## src/hw/rtl/wtvd_pkg.sv

```systemverilog
// Shared types and constants of the windowed tilt variance detector.
`timescale 1ns / 1ps
`default_nettype none

package wtvd_pkg;

    // Widths of the item fields and of the configuration registers.
    localparam int ANGLE_IN_W = 15;
    localparam int SPREAD_W   = 28;
    localparam int WIN_W      = 7;
    localparam int CFG_IDX_W  = 2;
    localparam int CFG_DATA_W = 28;
    localparam int S_TDATA_W  = 32;
    localparam int M_TDATA_W  = 64;

    // Configuration register indexes.
    localparam logic [CFG_IDX_W-1:0] REG_WINDOW_LENGTH = 2'd0;
    localparam logic [CFG_IDX_W-1:0] REG_ROLL_LIMIT    = 2'd1;
    localparam logic [CFG_IDX_W-1:0] REG_PITCH_LIMIT   = 2'd2;

    // Register values after reset.
    localparam logic [WIN_W-1:0]    WINDOW_RESET = 7'd10;
    localparam logic [SPREAD_W-1:0] LIMIT_RESET  = 28'd167772;

    // Sequencer states, one-hot.
    typedef enum logic [7:0] {
        S_IDLE    = 8'b0000_0001,
        S_READ    = 8'b0000_0010,
        S_SQUARE  = 8'b0000_0100,
        S_UPDATE  = 8'b0000_1000,
        S_PRODUCT = 8'b0001_0000,
        S_DIFF    = 8'b0010_0000,
        S_DIVIDE  = 8'b0100_0000,
        S_DONE    = 8'b1000_0000
    } seq_state_t;

    // Step strobes that the sequencer sends to every lane.
    typedef struct packed {
        logic clear;    // empty the window sums
        logic load;     // capture the new sample
        logic fetch;    // read the sample that leaves the window
        logic square;   // square the leaving sample, store the new one
        logic update;   // update sum and sum of squares
        logic product;  // form n*sumsq, sum^2 and n^2
        logic diff;     // form the numerator and set up the divider
        logic step;     // one quotient bit
    } lane_ctrl_t;

endpackage

`default_nettype wire

```

## src/hw/rtl/wtvd_merge.sv

```systemverilog
// Merging stage: threshold compare of both lanes and the result register.
`timescale 1ns / 1ps
`default_nettype none

module wtvd_merge (
    input  wire logic                               aclk,
    input  wire logic                               aresetn,
    input  wire logic                               load,
    input  wire logic [wtvd_pkg::SPREAD_W-1:0]      roll_spread,
    input  wire logic [wtvd_pkg::SPREAD_W-1:0]      pitch_spread,
    input  wire logic [wtvd_pkg::SPREAD_W-1:0]      roll_limit,
    input  wire logic [wtvd_pkg::SPREAD_W-1:0]      pitch_limit,
    output logic                                    out_free,
    output logic                                    m_tvalid,
    input  wire logic                               m_tready,
    // Fields from bit 0: roll_spread, pitch_spread, alarm, zero fill.
    output logic [wtvd_pkg::M_TDATA_W-1:0]          m_tdata
);

    localparam int PAD_W = wtvd_pkg::M_TDATA_W - 2 * wtvd_pkg::SPREAD_W - 1;

    logic                           valid_reg;
    logic [wtvd_pkg::SPREAD_W-1:0]  roll_reg;
    logic [wtvd_pkg::SPREAD_W-1:0]  pitch_reg;
    logic                           alarm_reg;
    logic                           alarm_next;

    assign alarm_next = (roll_spread > roll_limit) || (pitch_spread > pitch_limit);
    assign out_free   = !valid_reg || m_tready;

    always_ff @(posedge aclk) begin
        if (!aresetn) begin
            valid_reg <= 1'b0;
        end else if (load) begin
            valid_reg <= 1'b1;
        end else if (m_tready) begin
            valid_reg <= 1'b0;
        end
    end

    always_ff @(posedge aclk) begin
        if (load) begin
            roll_reg  <= roll_spread;
            pitch_reg <= pitch_spread;
            alarm_reg <= alarm_next;
        end
    end

    assign m_tvalid = valid_reg;
    assign m_tdata  = {{PAD_W{1'b0}}, alarm_reg, pitch_reg, roll_reg};

endmodule

`default_nettype wire

```

## config.mk

```make
export PLATFORM = sky130hd
export DESIGN_NAME = wtvd_merge
export DESIGN_NICKNAME = d
export VERILOG_FILES = /design/src/hw/rtl/wtvd_pkg.sv /design/src/hw/rtl/wtvd_merge.sv
export SDC_FILE = /design/constraint.sdc
export NUM_CORES = 1
export LEC_CHECK = 0
export ABC_AREA = 1
export BUFFER_PORTS_ARGS = -buffer_cell sky130_fd_sc_hd__buf_2
export CORE_MARGIN = 2
export CORE_UTILIZATION = 45
export CTS_BUF_LIST = sky130_fd_sc_hd__clkbuf_16
export DETAILED_ROUTE_END_ITERATION = 7
export GPL_TIMING_DRIVEN = 0
export HOLD_SLACK_MARGIN = 0.02
export PLACE_DENSITY = 0.89
export SLEW_MARGIN = 30
export SYNTH_ARGS = -nofsm -noshare
export SYNTH_HDL_FRONTEND = slang
export SYNTH_SLANG_ARGS = --single-unit
```

## constraint.sdc

```tcl
create_clock -name aclk -period 1.8 [get_ports aclk]
set_input_delay 0.36 -clock aclk [delete_from_list [all_inputs] [get_ports aclk]]
set_output_delay 0.36 -clock aclk [all_outputs]
set_load 0.01 [all_outputs]
```

=== After elaboration in Yosys (flattened, before gate mapping) ===
Index checks and enable logic that the tools add are counted.

* Bits in registers: 58
* Bits in latches: 0
* RAM bits: 0
* Memory bits (read-only): 0
* Input port bits: 116
* Output and inout bits: 66
* Logic and storage cells: 12
* Memories kept: 0

* $add $sub $neg: 0
* Multiply operators: 0
* Divide/modulo/power cells: 0
* Order comparisons: 2
* Equality and inequality tests: 0
* Shift operators: 0
* Mux-type cells: 2
* Bitwise logic cells: 0
* Reductions and logical operators: 4

{| class="wikitable"
|+ Operators by type and width
! cell !! number
|-
| 28-bit > comparator || 2
|-
| 1-bit logical OR || 2
|-
| 1-bit 2-to-1 mux || 2
|-
| 2-bit nonzero test || 1
|-
| 1-bit zero test || 1
|}

=== Logic depth before layout (Yosys ltp) ===
* Word-level depth: 2
* Depth in mapped cells: 13
* Depth with buffers taken out: 13

=== Worst setup path after synthesis ===
OpenSTA, ideal clock, no wires.

* Path kind: input-to-reg
* Start: input roll_limit[27] (netlist name)
* End: register alarm_reg, data pin
* Setup time: 0.252 ns
* Arrival: 1.265 ns
* Data required time: 1.548 ns
* Slack: 0.282 ns
* Stages: 9
* Buffers on the path: 0
* Cells stage by stage: inv_1 > ha_1 > nand2_2 > nor2_4 > nand2_2 > nor3b_2 > nand4_1 > nand2_1 > nand2_1

* Cells in the longest elaborated chain, start to end: 2

{| class="wikitable"
|+ Ends and longest elaborated chain
! item !! RTL line !! source
|-
| start: declaration || wtvd_merge.sv:11 || <nowiki>input wire logic [wtvd_pkg::SPREAD_W-1:0] roll_limit,</nowiki>
|-
| 28-bit > comparator || wtvd_merge.sv:28 || <nowiki>assign alarm_next = (roll_spread > roll_limit) || (pitch_spread > pitch_limit);</nowiki>
|-
| 1-bit logical OR || wtvd_merge.sv:28 ||
|-
| named net alarm_next || wtvd_merge.sv:26 || <nowiki>logic alarm_next;</nowiki>
|-
| end signal: assignment || wtvd_merge.sv:45 || <nowiki>alarm_reg <= alarm_next;</nowiki>
|-
| end: declaration || wtvd_merge.sv:25 || <nowiki>logic alarm_reg;</nowiki>
|}

The timed path passes the listed nets, and every way through them passes these cells.
A chain may end at the register's enable or synchronous reset.

=== Final worst setup path ===
* Start: input pitch_spread[27] (netlist name)
* End: register alarm_reg, data pin

* Cells in the longest elaborated chain, start to end: 2

{| class="wikitable"
|+ Ends and longest elaborated chain
! item !! RTL line !! source
|-
| start: declaration || wtvd_merge.sv:10 || <nowiki>input wire logic [wtvd_pkg::SPREAD_W-1:0] pitch_spread,</nowiki>
|-
| 28-bit > comparator || wtvd_merge.sv:28 ||
|-
| 1-bit logical OR || wtvd_merge.sv:28 ||
|-
| named net alarm_next || wtvd_merge.sv:26 ||
|}

The timed path passes the listed nets, and every way through them passes these cells.

==> results.sh <==
export IMPL_crit_top_cell="nand2_1"
export IMPL_cts_sinks=58
export IMPL_place_congestion=0.866
export IMPL_place_area_um2=4430
export IMPL_postCtsSetupBuffers=0
export IMPL_grt_overflow=0
export IMPL_clk_pin_slew_ns=0.05
export IMPL_synth_top_area_share_pct=50.2
export IMPL_hold_ws_ns=0.238
export IMPL_yosysSeqAreaShare_pct=50.8
export IMPL_drtAntennaViolNets=0
export IMPL_cp_slowest_cell="ha_1"
export IMPL_grt_pass1_wl_um=13100
export IMPL_criticalPathCategory="in2reg"
export IMPL_yosysTopAreaCell="edfxtp_1"
export IMPL_cts_hold_buffers=0
export IMPL_hold_depth=1
export IMPL_dp_cells=619
export IMPL_slew_headroom_pct=48.6
export IMPL_core_area_um2=7290
export IMPL_grt_pass1_vias=3036
export IMPL_layout_nets=703
export IMPL_synthMuxAreaShare_pct=0
export IMPL_start_util_pct=46.7
export IMPL_fin_crit_sh_pct=85.8
export IMPL_min_to="roll_reg[0]"
export IMPL_synth_seq_cells=58
export IMPL_min_period_ns=1.54
export IMPL_clock_path_buffers=2
export IMPL_postSynthCellCount=340
export IMPL_die_w_um=91.0
export IMPL_setup_violations=0
export IMPL_cts_max_level=3
export IMPL_rr_worst_depth=2
export IMPL_wl_per_cell_um=13.0
export IMPL_fin_util_pct=64.5
export IMPL_endpoint_kind="flip-flop"
export IMPL_cts_tree="built"
export IMPL_fmax_mhz=648
export IMPL_yosysUniqueCellTypes=21
export IMPL_wl_um=8230
export IMPL_drt_iter0_drc=54
export IMPL_synthesis_area_um2=3410
export IMPL_hp_start="roll_spread[0]"
export IMPL_numCtsBuffers=9
export IMPL_row_count=31
export IMPL_final_max_slew_violation_count=0
export IMPL_worst_slew_pin_slew_ns=0.772
export IMPL_firstDrtPassIters=4
export IMPL_worstPathCellList="buf_2 -> ha_1 -> nand2_1 -> nor2_1 -> nand2_1 -> nor3_2 -> nand3_1 -> nand2_1 -> nand2_1"
export IMPL_max_cap_violations=0
export IMPL_yosys_warnings=0
export IMPL_critPathLaunchType="input pin"
export IMPL_yosys_area_share_simple_pct=13.9
export IMPL_max_stage_delay_ns=0.29
export IMPL_stdcell_area_um2=4700
export IMPL_leakagePower_nw=2.64
export IMPL_track_usage_pct=20.2
export IMPL_n_antenna_cell=0
export IMPL_io_buffer_count=174
export IMPL_routed_via_density=4.64
export IMPL_status="completed"
export IMPL_met2_length_um=4330
export IMPL_synth_compound_area_share_pct=3.93
export IMPL_clock_root_buffer="clkbuf_16"
export IMPL_dr_total_vias=2940
export IMPL_post_cts_resized=0
export IMPL_finalPower_mw=3.91
export IMPL_hold_class="in2reg"
export IMPL_reg2reg_to="m_tvalid"
export IMPL_power_density_nw_per_um2=831
export IMPL_area_growth_pct=38.0
export IMPL_worstPathRequired_ns=1.87
export IMPL_dieArea_um2=8290
export IMPL_dp_hpwl_um=6690
export IMPL_reg2reg_from="m_tvalid"
export IMPL_wirelength_met1_um=3110
export IMPL_cp_arrival_ns=1.61
export IMPL_fin_cells=634
export IMPL_drive_above_1_share_pct=37.8
export IMPL_highest_layer="met4"
export IMPL_synth_top_family_by_area="adder cells"
export IMPL_route_detailed_drc=0
export IMPL_cp_max_fo=2
export IMPL_clock_latency_ns=0.31
export IMPL_synthTopCellsByArea="edfxtp_1, ha_1, inv_1"
export IMPL_fp_dieH_um=91.0
export IMPL_io_pins=182
export IMPL_wl_met3_um=620
export IMPL_synth_area_per_cell_um2=10.0
export IMPL_rsz0062_at_grt="false"
export IMPL_vdd_drop_max_mv=0.477
export IMPL_synth_adder_area_share_pct=20.6
export IMPL_skew_ns=0
export IMPL_synthXorXnorAreaFrac_pct=0
export IMPL_grt_max_degree=59
export IMPL_ff2ff_setup_slack_ns=1.17
export IMPL_antenna_found_initial=0
export IMPL_hold_viol_final=0
Yosys cell counts, drive strengths merged:
master	instances
a21boi	1
a21o	6
a21oi	16
and2	2
buf	8
conb	1
dfxtp	1
edfxtp	57
ha	56
inv	81
nand2	82
nand3	5
nand4	2
nor2	20
nor3	1
nor3b	1
per-layer routing:
layer	vias up	global-route usage, %
li1	1460	-
met1	1316	21.8
met2	146	38.0
met3	18	4.48
met4	0	7.58
met5	-	0
power breakdown:
part,leakage [nW],switching [mW],total (mW),internal [mW]
clock,0.139,0.555,1.59,1.04
sequential,0.566,0.0242,1.63,1.61
combinational,1.94,0.376,0.682,0.306
stage by stage:
step / setup TNS (ns) / setup WS, ns
after CTS: 0 / 0.262
after global placement: -0.0176 / -0.0176
after detailed placement: -0.0473 / -0.0473
after global routing: 0 / 0.127
after floorplan: 0 / 0.282
final: 0 / 0.256
area by class of cell:
cell class              instances  area (µm²)
fillers                       614        2590
flip-flops and latches         58        1730
multi-input cells             199        1340
repair buffers                174         873
inverters                      81         304
clock buffers                   9         225
well taps                      99         124
plain buffers                   8        60.1
clock inverters                 6        50.0
how the worst max path moves through the flow:
stage | slack, ns | endpoint | start | cells past startpoint
global placement | -0.02 | alarm_reg | roll_spread[27] | 9
CTS | 0.26 | alarm_reg | pitch_spread[27] | 9
floorplan | 0.28 | alarm_reg | roll_limit[27] | 9
finish | 0.26 | alarm_reg | pitch_spread[27] | 9
detailed placement | -0.05 | alarm_reg | roll_spread[27] | 9
global route | 0.13 | alarm_reg | roll_spread[27] | 9
cells by family after synthesis:
kind of cell / count (synthesis)
AOI/OAI and AO/OA: 23
adders and majority gates: 56
buffers and inverters: 89
DFF: 58
other: 1
and+or+nand+nor: 113
layout by cell type (no fill, tap or decap), types with 3 or more instances in the layout:
master | Yosys | layout
a21oi_1 | 16 | 16
nand2_1 | 80 | 80
buf_4 | 8 | 9
nor2_1 | 17 | 17
inv_1 | 81 | 82
a21o_1 | 5 | 5
conb_1 | 1 | 7
edfxtp_1 | 57 | 57
ha_1 | 56 | 56
clkbuf_16 | 0 | 9
nand3_1 | 5 | 5
clkinv_1 | 0 | 3
buf_2 | 0 | 173
worst max-delay path: cells and delay by family:
kind,cells,cell delay [ns]
adders and majority gates,1,0.29
buffers and inverters,1,0.11
and+or+nand+nor,7,0.86
No activity file was read; power rests on OpenSTA's default activity.
