===== src/hw/rtl/wtvd_pkg.sv =====
// Shared types and constants of the windowed tilt variance detector.
`timescale 1ns / 1ps
`default_nettype none

package wtvd_pkg;

    // Widths of the item fields and of the configuration registers.
    localparam int ANGLE_IN_W = 15;
    localparam int SPREAD_W   = 28;
    localparam int WIN_W      = 7;
    localparam int CFG_IDX_W  = 2;
    localparam int CFG_DATA_W = 28;
    localparam int S_TDATA_W  = 32;
    localparam int M_TDATA_W  = 64;

    // Configuration register indexes.
    localparam logic [CFG_IDX_W-1:0] REG_WINDOW_LENGTH = 2'd0;
    localparam logic [CFG_IDX_W-1:0] REG_ROLL_LIMIT    = 2'd1;
    localparam logic [CFG_IDX_W-1:0] REG_PITCH_LIMIT   = 2'd2;

    // Register values after reset.
    localparam logic [WIN_W-1:0]    WINDOW_RESET = 7'd10;
    localparam logic [SPREAD_W-1:0] LIMIT_RESET  = 28'd167772;

    // Sequencer states, one-hot.
    typedef enum logic [7:0] {
        S_IDLE    = 8'b0000_0001,
        S_READ    = 8'b0000_0010,
        S_SQUARE  = 8'b0000_0100,
        S_UPDATE  = 8'b0000_1000,
        S_PRODUCT = 8'b0001_0000,
        S_DIFF    = 8'b0010_0000,
        S_DIVIDE  = 8'b0100_0000,
        S_DONE    = 8'b1000_0000
    } seq_state_t;

    // Step strobes that the sequencer sends to every lane.
    typedef struct packed {
        logic clear;    // empty the window sums
        logic load;     // capture the new sample
        logic fetch;    // read the sample that leaves the window
        logic square;   // square the leaving sample, store the new one
        logic update;   // update sum and sum of squares
        logic product;  // form n*sumsq, sum^2 and n^2
        logic diff;     // form the numerator and set up the divider
        logic step;     // one quotient bit
    } lane_ctrl_t;

endpackage

`default_nettype wire


===== src/hw/rtl/wtvd_lane.sv =====
// One channel lane: sample history, running sums and a bit-serial divider.
`timescale 1ns / 1ps
`default_nettype none

module wtvd_lane #(
    parameter int MAX_WINDOW = 64,
    parameter int ANGLE_BITS = 16
) (
    input  wire logic                                   aclk,
    input  wire logic                                   aresetn,
    input  wire wtvd_pkg::lane_ctrl_t                   ctrl,
    input  wire logic [wtvd_pkg::ANGLE_IN_W-1:0]        angle,
    input  wire logic                                   window_full,
    input  wire logic [$clog2(MAX_WINDOW)-1:0]          rd_slot,
    input  wire logic [$clog2(MAX_WINDOW)-1:0]          wr_slot,
    input  wire logic [$clog2(MAX_WINDOW+1)-1:0]        fill_n,
    output logic      [wtvd_pkg::SPREAD_W-1:0]          spread
);

    localparam int SW  = (ANGLE_BITS < wtvd_pkg::ANGLE_IN_W) ? ANGLE_BITS
                                                               : wtvd_pkg::ANGLE_IN_W;
    localparam int NW  = $clog2(MAX_WINDOW + 1);
    localparam int TW  = SW + NW;
    localparam int PW  = 2 * SW;
    localparam int SQW = 2 * SW + NW;
    localparam int RW  = 2 * SW + 2 * NW;
    localparam int QW  = 2 * SW - 2;

    logic [ANGLE_BITS-1:0] history [MAX_WINDOW];

    logic [31:0]              angle_wide;
    logic [ANGLE_BITS-1:0]    sample_reg;
    logic [ANGLE_BITS-1:0]    old_reg;
    logic signed [SW-1:0]     new_val;
    logic signed [SW-1:0]     old_val;
    logic signed [PW-1:0]     new_prod;
    logic signed [PW-1:0]     old_prod;
    logic [PW-1:0]            new_sq_reg;
    logic [PW-1:0]            old_sq_reg;
    logic signed [TW-1:0]     total_reg;
    logic signed [TW-1:0]     total_next;
    logic signed [TW-1:0]     old_term;
    logic [SQW-1:0]           sq_reg;
    logic [SQW-1:0]           sq_next;
    logic [SQW-1:0]           old_sq_term;
    logic [RW-1:0]            nsq_w;
    logic signed [RW-1:0]     tt_w;
    logic [2*NW-1:0]          den_w;
    logic [RW-1:0]            nsq_reg;
    logic [RW-1:0]            tt_reg;
    logic [2*NW-1:0]          den_reg;
    logic [RW:0]              num_w;
    logic [RW-1:0]            rem_reg;
    logic [RW-1:0]            dv_reg;
    logic [QW-1:0]            q_reg;

    assign angle_wide = {{(32 - wtvd_pkg::ANGLE_IN_W){angle[wtvd_pkg::ANGLE_IN_W-1]}}, angle};
    assign new_val    = signed'(sample_reg[SW-1:0]);
    assign old_val    = signed'(old_reg[SW-1:0]);
    assign new_prod   = new_val * new_val;
    assign old_prod   = old_val * old_val;

    assign old_term    = window_full ? TW'(old_val) : '0;
    assign total_next  = total_reg - old_term + TW'(new_val);
    assign old_sq_term = window_full ? SQW'(old_sq_reg) : '0;
    assign sq_next     = sq_reg - old_sq_term + SQW'(new_sq_reg);

    assign nsq_w = fill_n * sq_reg;
    assign tt_w  = total_reg * total_reg;
    assign den_w = fill_n * fill_n;
    assign num_w = {1'b0, nsq_reg} - {1'b0, tt_reg};

    // History store: one read and one write port, registered read.
    always_ff @(posedge aclk) begin
        if (ctrl.fetch) begin
            old_reg <= history[rd_slot];
        end
        if (ctrl.square) begin
            history[wr_slot] <= sample_reg;
        end
    end

    // Running sums are state of the window and are cleared by reset.
    always_ff @(posedge aclk) begin
        if (!aresetn || ctrl.clear) begin
            total_reg <= '0;
            sq_reg    <= '0;
        end else if (ctrl.update) begin
            total_reg <= total_next;
            sq_reg    <= sq_next;
        end
    end

    // Datapath registers.
    always_ff @(posedge aclk) begin
        if (ctrl.load) begin
            sample_reg <= angle_wide[ANGLE_BITS-1:0];
        end
        if (ctrl.fetch) begin
            new_sq_reg <= unsigned'(new_prod);
        end
        if (ctrl.square) begin
            old_sq_reg <= unsigned'(old_prod);
        end
        if (ctrl.product) begin
            nsq_reg <= nsq_w;
            tt_reg  <= unsigned'(tt_w);
            den_reg <= den_w;
        end
        if (ctrl.diff) begin
            // A single sample or a rounding-negative numerator gives zero.
            if (fill_n < NW'(2) || num_w[RW]) begin
                rem_reg <= '0;
            end else begin
                rem_reg <= num_w[RW-1:0];
            end
            dv_reg <= RW'(den_reg) << (QW - 1);
            q_reg  <= '0;
        end else if (ctrl.step) begin
            if (rem_reg >= dv_reg) begin
                rem_reg <= rem_reg - dv_reg;
                q_reg   <= {q_reg[QW-2:0], 1'b1};
            end else begin
                q_reg   <= {q_reg[QW-2:0], 1'b0};
            end
            dv_reg <= dv_reg >> 1;
        end
    end

    assign spread = wtvd_pkg::SPREAD_W'(q_reg);

endmodule

`default_nettype wire


===== config.mk =====
export PLATFORM = sky130hd
export DESIGN_NAME = wtvd_lane
export DESIGN_NICKNAME = d
export VERILOG_FILES = /design/src/hw/rtl/wtvd_pkg.sv /design/src/hw/rtl/wtvd_lane.sv
export SDC_FILE = /design/constraint.sdc
export NUM_CORES = 2
export LEC_CHECK = 0
export ABC_AREA = 1
export BUFFER_PORTS_ARGS = -buffer_cell sky130_fd_sc_hd__buf_2
export CAP_MARGIN = 15
export CORE_ASPECT_RATIO = 1.5
export CORE_UTILIZATION = 60
export DETAILED_ROUTE_END_ITERATION = 10
export PLACE_DENSITY = 0.82
export SLEW_MARGIN = 25
export SYNTH_ARGS = -nofsm -noshare
export SYNTH_HDL_FRONTEND = slang
export SYNTH_SLANG_ARGS = --single-unit

===== constraint.sdc =====
create_clock -name aclk -period 11.4 [get_ports aclk]
set_input_delay 2.28 -clock aclk [delete_from_list [all_inputs] [get_ports aclk]]
set_output_delay 2.28 -clock aclk [all_outputs]
set_load 0.05 [all_outputs]

* After elaboration in Yosys (flattened, before gate mapping)
Memories as Yosys holds them, arrays and structs flattened. A register that Yosys moved wholly into a read port is not among the register bits.
Cells that the tools add are included.
W data, S select, Z words.
** Word-level totals
- Register bits after elaboration :: 349
- Memory bits (writable) :: 1024
- Input bits :: 45
- Output and inout port bits :: 28
- Word-level logic and storage cells :: 43
- Memories :: 1
** Memory list
- history :: depth 64, width 16, read ports 1, clocked after Yosys merged registers in 1, write ports 1, line wtvd_lane.sv:29 : logic [ANGLE_BITS-1:0] history [MAX_WINDOW];
** Cells by class
- Add/subtract/negate cells :: 6
- Multipliers :: 5
- Order comparisons :: 2
- Muxes and demuxes :: 11
- Reduce and logical (&&, ||, !) cells :: 6
** Operator list (count)
- $mux W44 :: 4
- $mux W41 :: 2
- $mul A15 B15 Y30 :: 2
- $sub A44 B44 Y45 :: 1
- $ge A44 B41 Y1 :: 1
- $mul A22 B22 Y44 :: 1
- $mul A7 B37 Y44 :: 1
- $sub A44 B41 Y44 :: 1
- $add A37 B30 Y37 :: 1
- $sub A37 B30 Y37 :: 1
- $mux W30 :: 1
- $add A22 B15 Y22 :: 1
- $mux W22 :: 1
- $sub A22 B22 Y22 :: 1
- $mul A7 B7 Y14 :: 1
- $lt A7 B2 Y1 const B :: 1
- $reduce_bool A2 Y1 :: 2
- $mux W1 :: 3
- $logic_or A1 B1 Y1 :: 2
- $reduce_and A2 Y1 :: 1
- $logic_not A1 Y1 :: 1

* Logic depth before layout (Yosys ltp)
- Depth after elaboration :: 4
- Gate-level depth with buffers :: 28
- Gate-level depth less buffers :: 26

* Worst setup path after synthesis
No wires, ideal clock.
- Path kind :: flip-flop to flip-flop
- From :: register sample_reg[14] (netlist name)
- To :: register new_sq_reg[27] (data pin)
- Library setup time :: 260 ps
- Arrival :: 6301 ps
- Data required time :: 11140 ps
- Slack :: 4839 ps
- Cell stages (with the launch flop) :: 22
- Path buffers :: 0
- Clock period less this slack :: 6561 ps
- Path through :: edfxtp_1 inv_1 or2_2 fa_1 fa_1 inv_1 fa_1 inv_1 fa_1 fa_1 inv_1 fa_1 ha_1 nand2_1 nand2_1 a21boi_0 nand2_1 nand2_1 nand3_1 nand2_1 nand2_1 xor2_1
** On the way
- Cells in the longest elaborated chain, start to end :: 1
** Ends and longest elaborated chain
- $mul A15 B15 Y30 :: line wtvd_lane.sv:60 : assign new_prod = new_val * new_val;
- named net new_prod[27] :: line wtvd_lane.sv:36 : logic signed [PW-1:0] new_prod;
- end signal: assignment :: line wtvd_lane.sv:100 : new_sq_reg <= unsigned'(new_prod);
- end: declaration :: line wtvd_lane.sv:38 : logic [PW-1:0] new_sq_reg;
The timed path passes the listed nets, and every way through them passes these cells.
A chain may end at the register's enable or synchronous reset.

* Worst setup path in the final report
- From :: register sample_reg[13]
- To :: register new_sq_reg[29] (data pin)
** On the way
- Cells in the longest elaborated chain, start to end :: 1
** Ends and longest elaborated chain
- start: declaration :: line wtvd_lane.sv:32 : logic [ANGLE_BITS-1:0] sample_reg;
- start signal: assignment :: line wtvd_lane.sv:97 : sample_reg <= angle_wide[ANGLE_BITS-1:0];
- $mul A15 B15 Y30 :: line wtvd_lane.sv:60
- named net new_prod[29] :: line wtvd_lane.sv:36
The timed path passes the listed nets, and every way through them passes these cells.

==> out/results.env <==
VIOLATIONS='DRC'
MOSTFREQUENTLAYOUTCELLS='sky130_fd_sc_hd__inv_1 (2,320), sky130_fd_sc_hd__nand2_1 (2,107), sky130_fd_sc_hd__edfxtp_1 (1,206)'
FIRST_GLOBAL_VIAS=85300
ROUTE.DETAILED.DRC=6
MAX_CAP_VIOLATIONS=0
LEAKAGEPOWER_nW=52.2
SYNTH-SEQ-AREA-SHARE_PCT=36.9
TIMING_WORST_SLEW_PIN_VALUE_PS=1090
MIN_PATH_TYPE='register to register'
VIAS_PER_CELL=5.88
UNREPAIRED_SETUP_ENDPOINTS_AFTER_GLOBAL_ROUTING='false'
NETLIST_INSTANCES=11400
FLOORPLAN.CORE_AREA_UM2=173000
WORST_SETUP_PATH_START_KIND='register'
DRTANTENNAVIOLNETS=0
CP_TOP_FAMILY='adder cells'
LARGEST_REG_FLOPS=960
GP_CONGESTION=1.12
FINAL.SETUP.TNS_PS=0
SYNTH_ENABLE_FLOP_CELLS=1206
STATUS='finished with violations'
DRT_WL_TOTAL_UM=308000
CRITPATHCAPTURETYPE='register'
CRITICAL-PATH-SLOWEST-CELL='sky130_fd_sc_hd__buf_4'
DESIGN.FINAL.NETS=13000
FIN_SKEW_PS=64.4
CLOCK_TREE.ROOT_CELL='sky130_fd_sc_hd__clkbuf_16'
SETUP_VIOL_COUNT_FINAL=0
FMAX_MHz=136
CTS_TREE='built'
FLOORPLAN.INITIALDENSITY_PCT=60.4
HPWLAFTERDP_UM=228000
GRT_START_MAX_NET_PINS=170
BUFFER_AND_INVERTER_COUNT_ON_THE_WORST_PATH=5
POSTCTSHOLDBUFS=0
FIN_CELLS=13700
YS_ASYNC_SR_FRACTION_PCT=0
TIMING.SETUP.CRITICAL_PATH_CLASS='register to register'
DETAIL_ROUTE.WL_PER_CELL_UM=22.5
TIMING.CRITICAL_PATH.REQUIRED_PS=11910
IO_BUFFERS=72
SLEW-LIMIT-HEADROOM_PCT=26.5
CLOCK_SINKS=1320
CRITPATHMAXSTAGEDELAY_PS=810
YOSYS_MOST_USED_DFF='sky130_fd_sc_hd__edfxtp_1'
GRT_ANTENNA_BEFORE_REPAIR=9
DESIGN.DIE.AREA_UM2=176000
YOSYS_WARNINGS=0
FILL_CELLS=13500
LAYOUT.CELLS.MOST_COMMON='sky130_fd_sc_hd__inv_1'
CLK_TRANSITION_REPORTED_PATHS_PS=70
FF_LATCH_AREA_UM2=38500
CLK-INSERTION-DELAY-LATE_PS=800
POST_CTS_RESIZED=0
HOLD_VIOL=0
CORE.ROWCOUNT=187
SETUP_WS_PS=4040
HTREEDEPTH=3
WORSTPATHMAXFANOUT=64
SYN_AREA_UM2=104000
AREA_GROWTH_SYN_TO_LAYOUT_PCT=6.67
DIE_H_UM=513
ROUTED-VIA-COUNT=80700
YOSYS_REGISTER_BITS=1320
CTS_MAX_PATH_BUFFERS=3
DP_WORST_SETUP_SLACK_PS=4110
DRIVE_GT1_SHARE_PCT=4.40
GRT-OVFL-TOTAL=0
CTS_MADE_BUFFERS=119
DRT-INITIAL-DRC-COUNT=7477
DRV_SLEW=0
SYN-NUM-NETS=13100
CRIT_ARRIVAL_PS=7860
CTS.REPAIR_TIMING.SETUP_BUFFER_COUNT=0
CRIT_PATH_CELL_TRACE='buf_4, inv_1, ha_1, fa_1, inv_1, fa_1, fa_1, fa_1, fa_1, inv_1, fa_1, ha_1, inv_1, nor3_1, nand2_1, nor4_1, nand2_1, nand3_1, xor2_1'
PLACE_INST=13500
AVERAGE_INSTANCE_AREA_AFTER_SYNTHESIS_UM2=9.14
FINAL_CRITICAL_PATH_REQUIRED_PERIOD_PS=7360
CELLPOWERDENSITY_nW_PER_UM2=296
GRT_UTIL_ALL_LAYERS_PCT=35.4
DR.PASS1.ITERS=9
FLOORPLAN.IO_PINS=73
SYNTHDISTINCTLIBCELLS=55
CHIPWIDTH_UM=343
WIRE_LENGTH_OF_THE_FIRST_GLOBAL_ROUTING_PASS_UM=472000
LAYOUT_WORST_PATH_CYCLE_SHARE_PCT=64.5
CRIT_PATH_FREQUENT_CELL='sky130_fd_sc_hd__fa_1'
MULTI_INPUT_AREA_UM2=55500
VDD_DROP_MAX_uV=589
## synth_stat cells, types with 7 or more instances
cell type	count	area (um2)
sky130_fd_sc_hd__inv_1	2322	8720
sky130_fd_sc_hd__nand2_1	2108	7910
sky130_fd_sc_hd__edfxtp_1	1206	36200
sky130_fd_sc_hd__fa_1	1097	22000
sky130_fd_sc_hd__nor2_1	1074	4030
sky130_fd_sc_hd__o21ai_0	769	3850
sky130_fd_sc_hd__ha_1	549	6870
sky130_fd_sc_hd__a21oi_1	449	2250
sky130_fd_sc_hd__clkbuf_1	314	1180
sky130_fd_sc_hd__nand3_1	304	1520
sky130_fd_sc_hd__o22ai_1	287	1800
sky130_fd_sc_hd__xor2_1	141	1230
sky130_fd_sc_hd__dfxtp_1	114	2280
sky130_fd_sc_hd__o21ai_1	112	561
sky130_fd_sc_hd__xnor2_1	78	683
sky130_fd_sc_hd__nand4_1	71	444
sky130_fd_sc_hd__buf_2	68	340
sky130_fd_sc_hd__o21bai_1	50	375
sky130_fd_sc_hd__nor3_1	46	230
sky130_fd_sc_hd__a21o_1	31	233
sky130_fd_sc_hd__nand3b_1	25	188
sky130_fd_sc_hd__nor4_1	24	150
sky130_fd_sc_hd__buf_1	21	78.8
sky130_fd_sc_hd__o211ai_1	21	158
sky130_fd_sc_hd__nand3_2	20	200
sky130_fd_sc_hd__or2_2	19	119
sky130_fd_sc_hd__a31oi_1	18	113
sky130_fd_sc_hd__a21boi_0	10	75.1
sky130_fd_sc_hd__and3_1	8	50.1
sky130_fd_sc_hd__o221ai_1	8	70.1
sky130_fd_sc_hd__buf_4	7	52.6
## cells by family after synthesis
logic type | count (synthesis) | share of synthesized area (%)
xor gates and xnor gates | 219 | 1.84
adders and majority gates | 1646 | 27.6
buffers and inverters | 2750 | 10.1
AOI/OAI and AO/OA | 1783 | 9.30
DFF | 1320 | 36.9
and+or+nand+nor | 3712 | 14.3
## cell type report
type | instances | share of cell area (%)
clock inverter | 95 | 1.10
clock buffer | 132 | 2.74
antenna | 6 | 0.0135
sequential | 1320 | 34.6
inverter | 2332 | 7.88
tap | 2268 | 2.55
multi-input combinational | 7360 | 49.8
timing repair buffer | 213 | 1.32
## through the flow
step	instance area [um2]	total power, mW	hold WS (ps)	utilization, %
4_1_cts	111000	32.6	471	64.4
3_3_place_gp	107000	27.7	450	61.9
6_report	111000	32.9	470	64.4
5_1_grt	111000	35.7	499	64.4
3_5_place_dp	107000	28.2	457	61.9
2_1_floorplan	104000	21.9	424	-
## where the power goes
group | switching (mW) | total [mW] | internal (mW)
clock network | 1.95 | 4.39 | 2.44
registers | 0.395 | 6.89 | 6.49
logic | 14.2 | 21.7 | 7.49
total | 16.5 | 32.9 | 16.4
## worst paths after layout
path	startpoint	end	slack [ps]	cells past startpoint
worst max-delay path	sample_reg[13]$_DFFE_PP_	new_sq_reg[29]$_DFFE_PP_	4040	19
worst min-delay path	dv_reg[25]$_SDFFE_PP0P_	dv_reg[24]$_SDFFE_PP0P_	470	2
worst max register to register	sample_reg[13]$_DFFE_PP_	new_sq_reg[29]$_DFFE_PP_	4040	19
worst min register to register	dv_reg[25]$_SDFFE_PP0P_	dv_reg[24]$_SDFFE_PP0P_	470	2
## worst reg2reg max path, stage by stage, from the launching register on
cell	delay, ps
sky130_fd_sc_hd__edfxtp_1	680
sky130_fd_sc_hd__buf_4	810
sky130_fd_sc_hd__inv_1	290
sky130_fd_sc_hd__ha_1	320
sky130_fd_sc_hd__fa_1	610
sky130_fd_sc_hd__inv_1	80
sky130_fd_sc_hd__fa_1	460
sky130_fd_sc_hd__fa_1	570
sky130_fd_sc_hd__fa_1	460
sky130_fd_sc_hd__fa_1	510
sky130_fd_sc_hd__inv_1	50
sky130_fd_sc_hd__fa_1	490
sky130_fd_sc_hd__ha_1	400
sky130_fd_sc_hd__inv_1	80
sky130_fd_sc_hd__nor3_1	270
sky130_fd_sc_hd__nand2_1	120
sky130_fd_sc_hd__nor4_1	240
sky130_fd_sc_hd__nand2_1	110
sky130_fd_sc_hd__nand3_1	110
sky130_fd_sc_hd__xor2_1	380
## routing by layer
metal  routed length (um)  vias up  global-route usage [%]
met2               157000     4187                    62.1
met1                97600    39000                    36.5
li1                     -    36200                       -
met3                22900     1343                    5.74
met5                   21        -                       0
met4                30400        4                    30.4
Power figures use the tool's default switching activity.
